### src/rtl/vfp_pkg.sv
// ----------------------------------------------------------------------------
// vfp_pkg
// Shared constants and types of the video frame packetizer.
// ----------------------------------------------------------------------------
package vfp_pkg;

   localparam int LENGTH_BITS    = 24;
   localparam int HDR_BYTES      = 17;
   localparam int MIN_PKT        = HDR_BYTES + 1;
   localparam int PKT_RESET_SIZE = 32 * 1024;
   localparam int JOB_BYTES      = HDR_BYTES + 1;
   localparam int JOB_BITS       = JOB_BYTES * 8;
   localparam int IDX_BITS       = $clog2(JOB_BYTES);

   localparam logic [31:0]           START_CODE = 32'h0000_01FC;
   localparam logic [7:0]            TYPE_CODE  = 8'h00;
   localparam logic [IDX_BITS-1:0]   IDX_FIRST  = '0;
   localparam logic [IDX_BITS-1:0]   IDX_DATA   = IDX_BITS'(HDR_BYTES);

   localparam int CSR_ADDR_BITS = 3;
   localparam logic IDX_MAX_PACKET = 1'b0;

   typedef struct packed {
      logic                emit;
      logic                hdr;
      logic                plast;
      logic                fdone;
      logic [JOB_BITS-1:0] bytes;
   } job_type;

endpackage

### src/rtl/vfp_req_if.sv
// ----------------------------------------------------------------------------
// vfp_req_if
// Input channel: one encoded frame byte per item.
// ----------------------------------------------------------------------------
interface vfp_req_if;
   logic        valid;
   logic        ready;
   logic [7:0]  data_byte;
   logic        frame_first;
   logic [23:0] frame_length;
   logic [31:0] timestamp_ms;

   modport source (
      output valid, data_byte, frame_first, frame_length, timestamp_ms,
      input  ready
   );
   modport sink (
      input  valid, data_byte, frame_first, frame_length, timestamp_ms,
      output ready
   );
endinterface

### src/rtl/vfp_rsp_if.sv
// ----------------------------------------------------------------------------
// vfp_rsp_if
// Result channel: one packet byte with packet and frame end marks per item.
// ----------------------------------------------------------------------------
interface vfp_rsp_if;
   logic       valid;
   logic       ready;
   logic [7:0] out_byte;
   logic       packet_last;
   logic       frame_done;

   modport source (output valid, out_byte, packet_last, frame_done, input ready);
   modport sink   (input  valid, out_byte, packet_last, frame_done, output ready);
endinterface

### src/rtl/vfp_framer.sv
// ----------------------------------------------------------------------------
// vfp_framer
// Frame and packet bookkeeping; turns one accepted byte into an output job.
// ----------------------------------------------------------------------------
module vfp_framer
   import vfp_pkg::*;
(
   input  logic        clock,
   input  logic        reset,
   input  logic        accept,
   input  logic [7:0]  data_byte,
   input  logic        frame_first,
   input  logic [23:0] frame_length,
   input  logic [31:0] timestamp_ms,
   input  logic [15:0] max_packet_bytes,
   output job_type     job
);

   logic [31:0]            counter_ff, counter_in;
   logic [LENGTH_BITS-1:0] left_ff, left_in;
   logic [15:0]            pkt_ff, pkt_in;
   logic                   infirst_ff, infirst_in;

   logic [LENGTH_BITS-1:0] flen, left_base, left_next;
   logic [15:0]            pkt_base, pkt_next, maxp, cap;
   logic                   infirst_base, has_data;

   always_comb begin
      counter_in   = frame_first ? (counter_ff + 32'd1) : counter_ff;
      flen         = LENGTH_BITS'(frame_length);
      left_base    = frame_first ? flen : left_ff;
      pkt_base     = frame_first ? 16'd0 : pkt_ff;
      infirst_base = frame_first | infirst_ff;
      has_data     = (left_base != '0);
      left_next    = left_base - LENGTH_BITS'(1);
      pkt_next     = pkt_base + 16'd1;
      maxp         = (max_packet_bytes < 16'(MIN_PKT)) ? 16'(MIN_PKT) : max_packet_bytes;
      cap          = infirst_base ? (maxp - 16'(HDR_BYTES)) : maxp;

      job.emit  = has_data;
      job.hdr   = frame_first;
      job.fdone = (left_next == '0);
      job.plast = job.fdone | (pkt_next >= cap);
      if (frame_first) begin
         job.bytes = {START_CODE, 32'(flen), timestamp_ms, counter_in, TYPE_CODE, data_byte};
      end else begin
         job.bytes = {data_byte, (JOB_BITS - 8)'(0)};
      end

      left_in    = left_base;
      pkt_in     = pkt_base;
      infirst_in = infirst_base;
      if (has_data) begin
         left_in    = left_next;
         pkt_in     = job.plast ? 16'd0 : pkt_next;
         infirst_in = job.plast ? 1'b0 : infirst_base;
      end
   end

   always_ff @(posedge clock) begin
      if (reset) begin
         counter_ff <= '0;
         left_ff    <= '0;
         pkt_ff     <= '0;
         infirst_ff <= 1'b0;
      end else if (accept) begin
         counter_ff <= counter_in;
         left_ff    <= left_in;
         pkt_ff     <= pkt_in;
         infirst_ff <= infirst_in;
      end
   end

endmodule

### src/rtl/video_frame_packetizer.sv
// ----------------------------------------------------------------------------
// video_frame_packetizer
// Frame byte stream to packet byte stream with a 17-byte frame header.
// Timing: the first result byte is valid in the cycle after the item is accepted.
// Throughput: one data byte per cycle while rsp_chan is ready; a first byte
// sends the header burst from the output shift register; stray bytes emit none.
// Reset: synchronous; counters clear, max_packet_bytes returns to 32768.
// ----------------------------------------------------------------------------
module video_frame_packetizer
   import vfp_pkg::*;
(
   input  logic                     clock,
   input  logic                     reset,
   vfp_req_if.sink                  req_chan,
   vfp_rsp_if.source                rsp_chan,
   input  logic                     csr_psel,
   input  logic                     csr_penable,
   input  logic                     csr_pwrite,
   input  logic [CSR_ADDR_BITS-1:0] csr_paddr,
   input  logic [31:0]              csr_pwdata,
   output logic [31:0]              csr_prdata,
   output logic                     csr_pready
);

   logic [15:0]         max_ff;
   logic                busy_ff, busy_in;
   logic [IDX_BITS-1:0] idx_ff, idx_in;
   logic [JOB_BITS-1:0] shift_ff, shift_in;
   logic                plast_ff, plast_in;
   logic                fdone_ff, fdone_in;

   logic    accept, out_take, at_data, csr_write;
   job_type job;

   assign csr_pready = 1'b1;
   assign csr_write  = csr_psel & csr_penable & csr_pwrite &
                       (csr_paddr[CSR_ADDR_BITS-1] == IDX_MAX_PACKET);
   assign csr_prdata = (csr_paddr[CSR_ADDR_BITS-1] == IDX_MAX_PACKET) ?
                       {16'd0, max_ff} : 32'd0;

   always_ff @(posedge clock) begin
      if (reset) begin
         max_ff <= 16'(PKT_RESET_SIZE);
      end else if (csr_write) begin
         max_ff <= csr_pwdata[15:0];
      end
   end

   assign at_data        = (idx_ff == IDX_DATA);
   assign out_take       = rsp_chan.valid & rsp_chan.ready;
   assign req_chan.ready = ~busy_ff | (out_take & at_data);
   assign accept         = req_chan.valid & req_chan.ready;

   vfp_framer u_framer (
      .clock            (clock),
      .reset            (reset),
      .accept           (accept),
      .data_byte        (req_chan.data_byte),
      .frame_first      (req_chan.frame_first),
      .frame_length     (req_chan.frame_length),
      .timestamp_ms     (req_chan.timestamp_ms),
      .max_packet_bytes (max_ff),
      .job              (job)
   );

   always_comb begin
      busy_in  = busy_ff;
      idx_in   = idx_ff;
      shift_in = shift_ff;
      plast_in = plast_ff;
      fdone_in = fdone_ff;
      if (accept & job.emit) begin
         busy_in  = 1'b1;
         idx_in   = job.hdr ? IDX_FIRST : IDX_DATA;
         shift_in = job.bytes;
         plast_in = job.plast;
         fdone_in = job.fdone;
      end else if (out_take) begin
         busy_in  = ~at_data;
         idx_in   = at_data ? idx_ff : (idx_ff + IDX_BITS'(1));
         shift_in = {shift_ff[JOB_BITS-9:0], 8'h00};
      end
   end

   always_ff @(posedge clock) begin
      if (reset) begin
         busy_ff <= 1'b0;
         idx_ff  <= IDX_FIRST;
      end else begin
         busy_ff <= busy_in;
         idx_ff  <= idx_in;
      end
   end

   always_ff @(posedge clock) begin
      shift_ff <= shift_in;
      plast_ff <= plast_in;
      fdone_ff <= fdone_in;
   end

   assign rsp_chan.valid       = busy_ff;
   assign rsp_chan.out_byte    = shift_ff[JOB_BITS-1 -: 8];
   assign rsp_chan.packet_last = plast_ff & at_data;
   assign rsp_chan.frame_done  = fdone_ff & at_data;

endmodule
### src/flat_wrapper.sv
// flat-port wrapper written by rule: the top's interface ports become plain ports
module video_frame_packetizer_flat import vfp_pkg::*;
  (clock, reset, csr_psel, csr_penable, csr_pwrite, csr_paddr, csr_pwdata, csr_prdata, csr_pready, req_chan_valid, req_chan_data_byte, req_chan_frame_first, req_chan_frame_length, req_chan_timestamp_ms, req_chan_ready, rsp_chan_valid, rsp_chan_out_byte, rsp_chan_packet_last, rsp_chan_frame_done, rsp_chan_ready);
  vfp_req_if req_chan_i ();
  vfp_rsp_if rsp_chan_i ();
  input  logic clock;
  input  logic reset;
  input  logic csr_psel;
  input  logic csr_penable;
  input  logic csr_pwrite;
  input  logic [CSR_ADDR_BITS-1:0] csr_paddr;
  input  logic [31:0] csr_pwdata;
  output logic [31:0] csr_prdata;
  output logic csr_pready;
  input wire logic [$bits(req_chan_i.valid)-1:0] req_chan_valid;
  input wire logic [$bits(req_chan_i.data_byte)-1:0] req_chan_data_byte;
  input wire logic [$bits(req_chan_i.frame_first)-1:0] req_chan_frame_first;
  input wire logic [$bits(req_chan_i.frame_length)-1:0] req_chan_frame_length;
  input wire logic [$bits(req_chan_i.timestamp_ms)-1:0] req_chan_timestamp_ms;
  output wire logic [$bits(req_chan_i.ready)-1:0] req_chan_ready;
  output wire logic [$bits(rsp_chan_i.valid)-1:0] rsp_chan_valid;
  output wire logic [$bits(rsp_chan_i.out_byte)-1:0] rsp_chan_out_byte;
  output wire logic [$bits(rsp_chan_i.packet_last)-1:0] rsp_chan_packet_last;
  output wire logic [$bits(rsp_chan_i.frame_done)-1:0] rsp_chan_frame_done;
  input wire logic [$bits(rsp_chan_i.ready)-1:0] rsp_chan_ready;
  assign req_chan_i.valid = req_chan_valid;
  assign req_chan_i.data_byte = req_chan_data_byte;
  assign req_chan_i.frame_first = req_chan_frame_first;
  assign req_chan_i.frame_length = req_chan_frame_length;
  assign req_chan_i.timestamp_ms = req_chan_timestamp_ms;
  assign req_chan_ready = req_chan_i.ready;
  assign rsp_chan_valid = rsp_chan_i.valid;
  assign rsp_chan_out_byte = rsp_chan_i.out_byte;
  assign rsp_chan_packet_last = rsp_chan_i.packet_last;
  assign rsp_chan_frame_done = rsp_chan_i.frame_done;
  assign rsp_chan_i.ready = rsp_chan_ready;
  video_frame_packetizer u_core (.clock(clock), .reset(reset), .req_chan(req_chan_i), .rsp_chan(rsp_chan_i), .csr_psel(csr_psel), .csr_penable(csr_penable), .csr_pwrite(csr_pwrite), .csr_paddr(csr_paddr), .csr_pwdata(csr_pwdata), .csr_prdata(csr_prdata), .csr_pready(csr_pready));
endmodule
### config.mk
export PLATFORM = sky130hd
export DESIGN_NAME = video_frame_packetizer_flat
export DESIGN_NICKNAME = d
export VERILOG_FILES = /design/src/rtl/vfp_pkg.sv /design/src/rtl/vfp_req_if.sv /design/src/rtl/vfp_rsp_if.sv /design/src/rtl/vfp_framer.sv /design/src/rtl/video_frame_packetizer.sv /design/src/flat_wrapper.sv
export SDC_FILE = /design/constraint.sdc
export NUM_CORES = 1
export LEC_CHECK = 0
export ABC_AREA = 0
export BUFFER_PORTS_ARGS = -buffer_cell sky130_fd_sc_hd__buf_2
export CORE_MARGIN = 2
export CORE_UTILIZATION = 41
export CTS_CLUSTER_SIZE = 8
export DETAILED_ROUTE_END_ITERATION = 16
export SETUP_SLACK_MARGIN = 0.2
export SLEW_MARGIN = 20
export SYNTH_ARGS = -nofsm -noshare
export SYNTH_HDL_FRONTEND = slang
export SYNTH_SLANG_ARGS = --single-unit
### constraint.sdc
create_clock -name clock -period 8.3 [get_ports clock]
set_clock_uncertainty 0.15 [all_clocks]
set_input_delay 0.83 -clock clock [delete_from_list [all_inputs] [get_ports clock]]
set_output_delay 0.83 -clock clock [all_outputs]
set_load 0.1 [all_outputs]
==> results of run 1 <==
==> state kept, by name, indices dropped and copies added (netlist names) <==
name	cells
u_core.u_framer.infirst_ff	1
u_core.max_ff	16
u_core.shift_ff	144
u_core.plast_ff	1
u_core.u_framer.left_ff	24
u_core.u_framer.pkt_ff	16
u_core.idx_ff	5
u_core.fdone_ff	1
u_core.rsp_chan.valid	1
u_core.u_framer.counter_ff	32
==> synthesized netlist by cell type, drive strengths merged, types with 31 or more instances <==
cell	instances	area, um^2
dfxtp	95	1902
a21oi	43	215.2
xor2	62	543.0
o21ai	67	335.3
and2	40	250.2
nand3	67	335.3
nand2	273	1025
edfxtp	146	4384
clkbuf	65	244.0
xnor2	47	411.6
nor2	86	322.8
nor3	31	155.2
buf	47	296.5
==> path summary, 6_finish.rpt <==
check / start / endpoint / slack (ps) / cells past startpoint
worst max-delay path: req_chan_frame_first / u_core.shift_ff[7] / 3280 / 9
worst min-delay path: u_core.u_framer.left_ff[8] / u_core.u_framer.left_ff[8] / 320 / 2
worst max register to register: u_core.max_ff[10] / u_core.u_framer.pkt_ff[9] / 3690 / 17
worst min register to register: u_core.u_framer.left_ff[8] / u_core.u_framer.left_ff[8] / 320 / 2
==> metal layers <==
layer | up-vias | routed length (um) | global-route usage (%)
met5 | - | 0 | 0
met4 | 0 | 576 | 4.677
met3 | 46 | 1660 | 3.133
met2 | 244 | 14070 | 28.78
met1 | 4632 | 14120 | 25.23
li1 | 4893 | - | -
==> cell usage in the layout, fill, tap and decap left out, drive strengths merged, types with 4 or more instances in the layout <==
cell type	count
ha	25
nand3b	5
nor4b	4
and3	24
nor3b	10
xnor2	47
nand3	67
buf	129
a21oi	43
edfxtp	146
nand2	273
conb	17
a21boi	8
o22ai	5
o2111ai	5
nor3	31
o21a	4
o31ai	22
nor2	86
a31oi	4
and4	7
a22oi	14
or2	4
clkbuf	60
xor2	62
and2	40
or3	11
a32o	13
dfxtp	95
inv	11
o21ai	67
mux2i	15
nor2b	25
a21o	6
nor4	11
nand4	20
==> cell families (layout without fill, tap and decap cells) <==
family                   count (synthesis)  after routing  synth area share, %
AO/OA/AOI/OAI                          210            210                10.71
multiplexers                            17             17                1.357
AND/OR/NAND/NOR                        633            633                23.98
XOR/XNOR                               109            109                7.502
adder cells (fa/ha/maj)                 25             25                2.458
other                                    2             17              0.05901
flip-flops                             241            241                49.40
buffers and inverters                  122            202                4.542
==> power by group <==
| group | switching [uW] | internal [uW] | total (uW) |
|---|---|---|---|
| Sequential | 38.1 | 1400 | 1440 |
| Clock | 510 | 848 | 1360 |
| Combinational | 315 | 124 | 439 |
==> metrics by stage <==
| step | hold slack [ps] | utilization, % |
|---|---|---|
| after floorplan | 290.4 | - |
| after global placement | 299.7 | 43.91 |
| after detailed placement | 316.8 | 43.91 |
| after CTS | 327.8 | 47.37 |
| after global routing | 355.5 | 47.40 |
| final | 323.3 | 47.40 |
==> final cells by class <==
type | instances | area, um^2 | area share, %
inverter | 10 | 37.54 | 0.2589
clock inverter | 3 | 55.05 | 0.3797
sequential | 241 | 6286 | 43.36
clock buffer | 60 | 1001 | 6.904
tap | 396 | 495.5 | 3.417
multi-input combinational | 1011 | 5943 | 40.99
timing repair buffer | 129 | 680.7 | 4.695
==> worst max-delay path, cell delays in order <==
cell	delay, ps
buf_4	340
buf_4	540
mux2i_1	520
o221ai_1	310
nor2_1	290
nand3_1	580
nand2_4	430
nand2_4	610
buf_4	530
==> impl_results.md, run 1 <==
* Status: complete, no violations
* Post-synth EDFFs at 146
* CTS tree: yes
* Mapped Area at 12,730 um^2
* Hold-fix buffers, CTS at 0
* Worst Path Max Fanout at 81
* H-tree lvl count at 2
* Dpl cells at 1,787
* Async set-reset flop share out of synthesis at 0%
* Final setup viols at 0
* Die area at 32,460 um^2
* Detailed Routing Iterations Pass 1 at 5
* First-pass GRT wire length at 48,060 um
* GPL Wtd Cong at 0.8423
* Routed Antenna Nets at 0
* Initial DRC count at 795
* Worst setup SP type: input pin
* Remaining Overflow, GRT at 0
* RSZ-0062 raised after global routing: no
* Initial core utilization at 41.60%
* Crit. End Element: register
* Final cell count without fillers at 1,850
* # Post-CTS Setup Buffers at 0
* CORE AREA at 30,590 um^2
* Sum of negative setup slack at 0 ps
* Ys flop type: edfxtp_1
* Maxcap violations at 0
* Design Power at 3232 uW
* Number of diodes at 0
* Vias in the first global route at 9,190
* Critical path type: in2reg
* Num CTS Buffers at 36
* IO buf count at 116
* Avg Cell Area, Syn at 9.364 um^2
* Synth Instances at 1,359
* Power per cell area at 222.9 nW/um^2
* Initial antenna violation count at 0
* Pre-CTS setup slack at 2783 ps
* Placed Area at 13,430 um^2
* Vias post-DR at 9,815
* Post-synthesis register bit count at 241
* CTS sink cnt at 241
* CP arrival at 5070 ps
* Crit share post-route at 60.46%
* Vias per inst at 5.305
* Die W at 180.2 um
* Largest net degree at the start of global routing at 97
* Slew headroom at 30.58%
* Number of fill cells at 2,957
* Max VDD drop at 146.4 uV
* Req. time, crit path at 8350 ps
* Die H at 180.2 um
* Ports at 152
* Final WL at 30,420 um
* Clock Tree Buf Depth at 3
* Sequential share of the synthesized area at 49.40%
* Final Instance Area at 14,500 um^2
* Root Driver: clkbuf_16
* Min cycle time layout at 5018 ps
* Worst-margin pin slew at 1040 ps
* Post_cts resized at 0
* FP Rows at 64
* Pleak at 0.005721 uW
* Worst min path class: reg2reg
* Clock transition at path regs at 50 ps
* Layout cells sized above 1 at 12.86%
* Area Overhead vs Synth at 13.93%
* # DRC at 0
* Drt wl/cell at 16.45 um
* Layout Nets at 1,561
* FMAX at 199.3 MHz
* Final hold vios at 0
* PnR worst setup slack at 3282 ps
* Total track usage at 17.98%
* Distinct cells, synth at 67
* Clk_lat worst skew at 500 ps
* Max Transition Viols Final at 0
* Hpwl dp at 20,130 um
* Synth warn at 0
Note: power is estimated with default switching activity, not from simulation.
==> inputs of run 2 (changes only) <==
Clock period 8.3 ns to 4.2 ns, I/O delays scaled along.
==> impl_results.md, run 2 (same netlist as run 1, synthesis figures left out) <==
* Status: complete, no violations
* Clk_lat worst skew at 520 ps (+20 ps)
* Critical path's slowest cell: dfxtp_1
* Most common cell after layout, fill and taps aside: nand2_1
* Final Instance Area at 15,030 um^2 (+3.6%)
* Worst hold stages at 3 (+1)
* GPL Wtd Cong at 0.8731 (+3.7%)
* Hpwl dp at 20,410 um (+1.4%)
* Vias in the first global route at 9,624 (+4.7%)
* Initial core utilization at 41.60% (unchanged)
* Pleak at 0.005993 uW (+4.7%)
* Most frequent CP cell: nand2_1
* Layout cells sized above 1 at 15.36% (+2.5 points)
* Initial DRC count at 887 (+12%)
* Initial antenna violation count at 0 (unchanged)
* Drt wl/cell at 16.01 um (-2.7%)
* Worst min path class: in2reg
* FP Rows at 64 (unchanged)
* Detailed Routing Iterations Pass 1 at 5 (unchanged)
* Final WL at 30,410 um (about the same)
* Power per cell area at 424.6 nW/um^2 (+90%)
* Worst-margin pin slew at 852.8 ps (-187.6 ps)
* Flop pwr share at 44.4% (about the same)
* Max stage delay on crit path at 310 ps (-300 ps)
* Clock power frac at 41.4% (-0.6 points)
* IO buf count at 116 (unchanged)
* Crit. path cell count at 19 (+10)
* Largest regs: u_core.shift_ff x144, u_core.u_framer.counter_ff x32, u_core.u_framer.left_ff x24
* H-tree lvl count at 2 (unchanged)
* FMAX at 269.7 MHz
* First-pass GRT wire length at 49,190 um (+2.4%)
* Final setup viols at 0 (unchanged)
* Vias post-DR at 10,010 (+1.9%)
* PnR worst setup slack at 492.0 ps (-2790 ps)
* Crit share post-route at 88.29%
* Min cycle time layout at 3708 ps
* Routed Antenna Nets at 0 (unchanged)
* Internal power at 4646 uW (+96%)
* Max reg flops at 144 (unchanged)
* Critical path's top delay family: simple AND/OR/NAND/NOR gates
* Crit. End Element: register
* Final hold vios at 0 (unchanged)
* Vias per inst at 5.266 (-0.75%)
* Area Overhead vs Synth at 18.08%
* Die area at 32,460 um^2 (unchanged)
* Pre-CTS setup slack at 70.14 ps (-2712 ps)
* Largest net degree at the start of global routing at 145 (+49%)
* Maxcap violations at 0 (unchanged)
* Layout Nets at 1,612 (+3.3%)
* RSZ-0062 raised after global routing: no
* Slew headroom at 42.94% (+12 points)
* Clock transition at path regs at 50 ps (about the same)
* Number of fill cells at 2,895 (-2.1%)
* Ports at 152 (unchanged)
* CORE AREA at 30,590 um^2 (unchanged)
* Max VDD drop at 262.3 uV (+79%)
* CTS sink cnt at 241 (unchanged)
* Worst Path Max Fanout at 16 (-80%)
* R2R depth at 19 (+2)
* Die W at 180.2 um (unchanged)
* Logic pwr share at 14.3% (+0.7 points)
* Number of diodes at 0 (unchanged)
* Placed Area at 13,760 um^2 (+2.4%)
* CTS tree: yes
* Remaining Overflow, GRT at 0 (unchanged)
* CP arrival at 3960 ps (-1110 ps)
* Top reg by flops: u_core.shift_ff
* CP Cell Sequence: nor4_2 -> nor2b_2 -> nand4_1 -> nand2_1 -> ha_4 -> nand2_1 -> nand2_1 -> o21ai_0 -> nor4_1 -> buf_4 -> nand2_1 -> xor2_1 -> ha_1 -> nand4_1 -> or2_4 -> o21ai_4 -> a211oi_4 -> buf_12 -> a32o_1
* Total track usage at 18.36% (+0.38 points)
* Max Transition Viols Final at 0 (unchanged)
* Most frequent cells in the layout: nand2_1, edfxtp_1, buf_2
* Worst setup SP type: register
* P_sw at 1735 uW (+100%)
* # DRC at 0 (unchanged)
* Clock Tree Buf Depth at 3 (unchanged)
* Num CTS Buffers at 36 (unchanged)
* Req. time, crit path at 4460 ps (-3890 ps)
* Net switching share of the total power at 27.19% (+0.48 points)
* Critical path type: reg2reg
* Die H at 180.2 um (unchanged)
* CP bufs+invs at 2 (-1)
* Root Driver: clkbuf_16
-- run 2: cell types whose count changed in the layout (fill, tap and decap cells not counted), moves of 2 or more --
cell	before	now
buf_4	14	45
dlygate4sd3_1	0	16
buf_12	0	4
ha_1	25	23
nor2b_1	25	23
-- run 2: worst paths after layout --
check                             startpoint                         end  slack, ps
hold / removal      req_chan_timestamp_ms[2]         u_core.shift_ff[50]         70
hold reg to reg   u_core.u_framer.left_ff[8]  u_core.u_framer.left_ff[8]        320
setup reg to reg           u_core.max_ff[11]   u_core.u_framer.pkt_ff[3]        490
setup / recovery           u_core.max_ff[11]   u_core.u_framer.pkt_ff[3]        490
-- run 2: cell type report --
cell class | count | area [um^2] | share of cell area (%)
clock inverter | 4 | 52.55 | 0.3497
tap | 396 | 495.5 | 3.297
multi-input combinational | 1011 | 6018 | 40.05
timing repair buffer | 180 | 1154 | 7.677
clock buffer | 58 | 983.4 | 6.545
inverter | 10 | 37.54 | 0.2498
sequential | 241 | 6286 | 41.83
-- run 2: metrics by stage --
step           std cells  hold WS (ps)  setup TNS, ps  utilization, %  total power [uW]
6_report            1900         68.72              0           49.12              6381
5_1_grt             1900         61.47              0           49.12              6665
4_1_cts             1897         49.04              0           48.96              6458
3_5_place_dp        1818         310.4              0           44.98              3773
3_3_place_gp        1818         299.4              0           44.98              3764
2_1_floorplan       1374         290.4         -271.7               -              3540
-- run 2: metal layers --
metal / vias to the layer above / global-route usage (%) / part of all wire [%]
met5: - / 0 / 0
met4: 0 / 5.871 / 2.4
met3: 56 / 2.991 / 5.6
met2: 267 / 28.69 / 44
met1: 4682 / 26.03 / 48
li1: 5000 / - / -
-- run 2: tightest hold or removal path: cells and delay by family --
| family | cells | cell delay, ps |
|---|---|---|
| AND/OR/NAND/NOR | 2 | 120 |
| buffers and inverters | 1 | 70 |
-- run 2: power groups by stage --
stage	Clock (uW)	Sequential (uW)	Combinational [uW]
2_1_floorplan	0	2860	681
4_1_cts	2710	2830	913
6_report	2640	2830	910
3_5_place_dp	0	2880	897
3_3_place_gp	0	2870	893
5_1_grt	2810	2850	1000
-- run 2: timing repair --
| action | 4_1_cts | 5_1_grt |
|---|---|---|
| gates resized for setup | 0 | 5 |
| setup buffers | 1 | 3 |
| hold endpoints to repair | 16 | 0 |
| hold buffers | 16 | 0 |
| setup endpoints to repair | 16 | 18 |
| pin swaps | 1 | 3 |
==> inputs of run 3 (changes only) <==
Settings changed: ABC_CLOCK_PERIOD_IN_PS set to 4200, CTS_CLUSTER_DIAMETER set to 60, SYNTH_HIERARCHICAL set to 1.
==> impl_results.md, run 3 <==
* Clock Tree Buf Depth at 3 (unchanged)
* Largest regs: u_core/shift_ff x144, u_core/u_framer/counter_ff x32, u_core/u_framer/left_ff x24
* Critical path's top delay family: simple AND/OR/NAND/NOR gates
* IO buf count at 116 (unchanged)
* Post-synthesis xor/xnor area fraction at 6.351% (-1.2 points)
* Crit. path cell count at 20 (+1)
* Initial core utilization at 41.62% (about the same)
* Mux cell area share after synthesis at 13.40% (+12 points)
* Num CTS Buffers at 37 (+2.8%)
* Status: finished, violations left
* Vias in the first global route at 10,100 (+4.9%)
* Vias per inst at 5.165 (-1.9%)
* Most common cell after layout, fill and taps aside: edfxtp_1
* CP arrival at 4740 ps (+780 ps)
* Req. time, crit path at 4500 ps (+40 ps)
* H-tree lvl count at 2 (unchanged)
* Die H at 191.0 um (+6.0%)
* Sum of negative setup slack at -3133 ps (-3133 ps)
* Ys flop type: edfxtp_1
* Post-synthesis register bit count at 241 (unchanged)
* Final setup viols at 17 (+17)
* Synth Instances at 1,369 (+0.74%)
* Min cycle time layout at 4440 ps (+732.2 ps)
* Largest net degree at the start of global routing at 75 (-48%)
* Async set-reset flop share out of synthesis at 0% (unchanged)
* Worst hold stages at 3 (unchanged)
* CP Cell Sequence: or4_4 -> or3_4 -> o21ai_4 -> ha_4 -> nand2_4 -> nand2_2 -> o21ai_2 -> or4_4 -> nor3_4 -> nand2_1 -> xor2_1 -> ha_1 -> a21o_1 -> a21oi_1 -> o21ai_1 -> a31oi_2 -> buf_4 -> nor4bb_4 -> buf_4 -> a22o_1
* CTS tree: yes
* FP Rows at 68 (+6.3%)
* Detailed Routing Iterations Pass 1 at 5 (unchanged)
* Worst-margin pin slew at 887.4 ps (+34.61 ps)
* Crit. End Element: register
* Failing checks: setup timing
* Most frequent cell after synthesis: edfxtp_1
* Hpwl dp at 23,510 um (+15%)
* Clk_lat worst skew at 500 ps (-20 ps)
* Cell taking the most area after synthesis: edfxtp_1
* GPL Wtd Cong at 0.8718 (-0.15%)
* Remaining Overflow, GRT at 0 (unchanged)
* Main combinational cell family by area after synthesis: simple AND/OR/NAND/NOR gates
* Max Transition Viols Final at 0 (unchanged)
* CP bufs+invs at 2 (unchanged)
* Post-synthesis simple-gate area fraction at 19.38% (-4.6 points)
* Worst Path Max Fanout at 6 (-10)
* PnR worst setup slack at -240.2 ps (-732.2 ps)
* Initial antenna violation count at 1 (+1)
* Area Overhead vs Synth at 18.82%
* Slew headroom at 40.84% (-2.1 points)
* RSZ-0062 raised after global routing: yes
* Critical path type: reg2reg
* Initial DRC count at 820 (-7.6%)
* # DRC at 0 (unchanged)
* CTS sink cnt at 241 (unchanged)
* Top post-synthesis cells by area: edfxtp_1, dfxtp_1, mux2_4
* Top reg by flops: u_core/shift_ff
* Distinct cells, synth at 82 (+22%)
* Max VDD drop at 254.8 uV (-2.9%)
* Maxcap violations at 0 (unchanged)
* Worst min path class: in2reg
* Final WL at 34,180 um (+12%)
* Layout Nets at 1,679 (+4.2%)
* Max reg flops at 144 (unchanged)
* Area share of the largest cell type after synthesis at 30.57% (-3.9 points)
* Power per cell area at 389.6 nW/um^2 (-8.2%)
* Critical path's slowest cell: or4_4
* Total track usage at 18.63% (+0.27 points)
* Pleak at 0.006785 uW (+13%)
* Vias post-DR at 10,490 (+4.9%)
* Crit share post-route at 105.7% (+17 points)
* FMAX at 225.2 MHz (-16%)
* Die W at 191.0 um (+6.0%)
* Synth Area in Compound Gates at 7.860% (-2.8 points)
* CORE AREA at 34,460 um^2 (+13%)
* Design Power at 6640 uW (+4.0%)
* Ports at 152 (unchanged)
* Commonest cells post-synth: edfxtp_1, nor2_1, nand2_1
* Root Driver: clkbuf_16
* Post-synth EDFFs at 146 (unchanged)
* R2R depth at 20 (+1)
* Mapped Area at 14,340 um^2 (+13%)
* Sequential share of the synthesized area at 43.83% (-5.6 points)
* Avg Cell Area, Syn at 10.48 um^2 (+12%)
* First-pass GRT wire length at 53,790 um (+9.3%)
* Most frequent cells in the layout: edfxtp_1, buf_2, nor2_1
* Worst setup SP type: register
* Routed Antenna Nets at 0 (unchanged)
* Die area at 36,490 um^2 (+12%)
* Synth Area in Adders at 2.094% (-0.36 points)
* Max stage delay on crit path at 530 ps (+220 ps)
* Drt wl/cell at 16.83 um (+5.1%)
* Layout cells sized above 1 at 29.12% (+14 points)
* Clock transition at path regs at 50 ps (about the same)
* Final hold vios at 0 (unchanged)
* Synth warn at 6 (+6)
-- run 3: cell count changes after synthesis, moves of 19 or more --
| cell | delta |
|---|---|
| nor2_1 | +26 |
| buf_4 | +49 |
| nand2_1 | -174 |
| o21ai_0 | -50 |
| mux2_2 | +72 |
| nand3_1 | -19 |
| mux2_4 | +60 |
| and2_1 | +44 |
-- run 3: cells by family after synthesis --
kind of cell / count (synthesis)
other cells: 3
buf+inv: 159
compound gates: 165
fa+ha+maj: 24
simple gates: 522
flops: 241
xor+xnor: 104
mux: 151
-- run 3: what timing repair did --
item | CTS | global route
hold buffers | 8 | 0
endpoints found under the hold margin | 8 | 0
setup buffers | 5 | 2
resized for setup | 10 | 10
endpoints found under the setup margin | 18 | 18
pin swaps | 10 | 10
-- run 3: worst paths after layout --
check,start,to,slack (ps)
setup reg to reg,u_core/max_ff[9],u_core/u_framer/pkt_ff[13],-240
setup / recovery,u_core/max_ff[9],u_core/u_framer/pkt_ff[13],-240
hold reg to reg,u_core/u_framer/pkt_ff[11],u_core/u_framer/pkt_ff[11],320
hold / removal,csr_pwdata[6],u_core/max_ff[6],10
-- run 3: power breakdown --
group / switching [uW] / total, uW / internal, uW
Clock: 1050 / 2740 / 1700
Sequential: 81.2 / 2830 / 2750
Combinational: 618 / 1070 / 451
Total: 1750 / 6640 / 4890
-- run 3: per-layer routing --
| metal | GRT usage, % | routed length (um) | up-vias |
|---|---|---|---|
| met1 | 24.72 | 15210 | 5037 |
| met4 | 7.126 | 1040 | 0 |
| met3 | 2.882 | 1797 | 69 |
| li1 | - | - | 5123 |
| met5 | 0 | 0 | - |
| met2 | 30.53 | 16130 | 262 |
-- run 3: worst min-delay path: cells and delay by family --
| kind | cells | cell delay (ps) |
|---|---|---|
| AO/OA/AOI/OAI | 1 | 50 |
| buffers and inverters | 1 | 90 |
| AND/OR/NAND/NOR | 1 | 40 |
-- run 3: layout make-up --
cell class | count | area (um^2)
repair buffers | 237 | 1578
multi-input cells | 1016 | 7475
diodes | 3 | 7.507
flip-flops and latches | 241 | 6287
clock inverters | 5 | 60.06
fillers | 3173 | 17420
well taps | 455 | 569.3
clock buffers | 59 | 1008
inverters | 15 | 56.30
-- run 3: through the flow --
stage,utilization (%),std cells,hold slack [ps],setup slack [ps],instance area [um^2]
after floorplan,-,1416,281.2,-378.3,14740
after global placement,45.66,1949,303.2,-376.8,15730
after detailed placement,45.66,1949,303.9,-424.9,15730
after CTS,49.26,2026,0.5852,-200.4,16970
after global routing,49.43,2028,19.81,-402.8,17030
final,49.46,2031,12.75,-240.2,17040
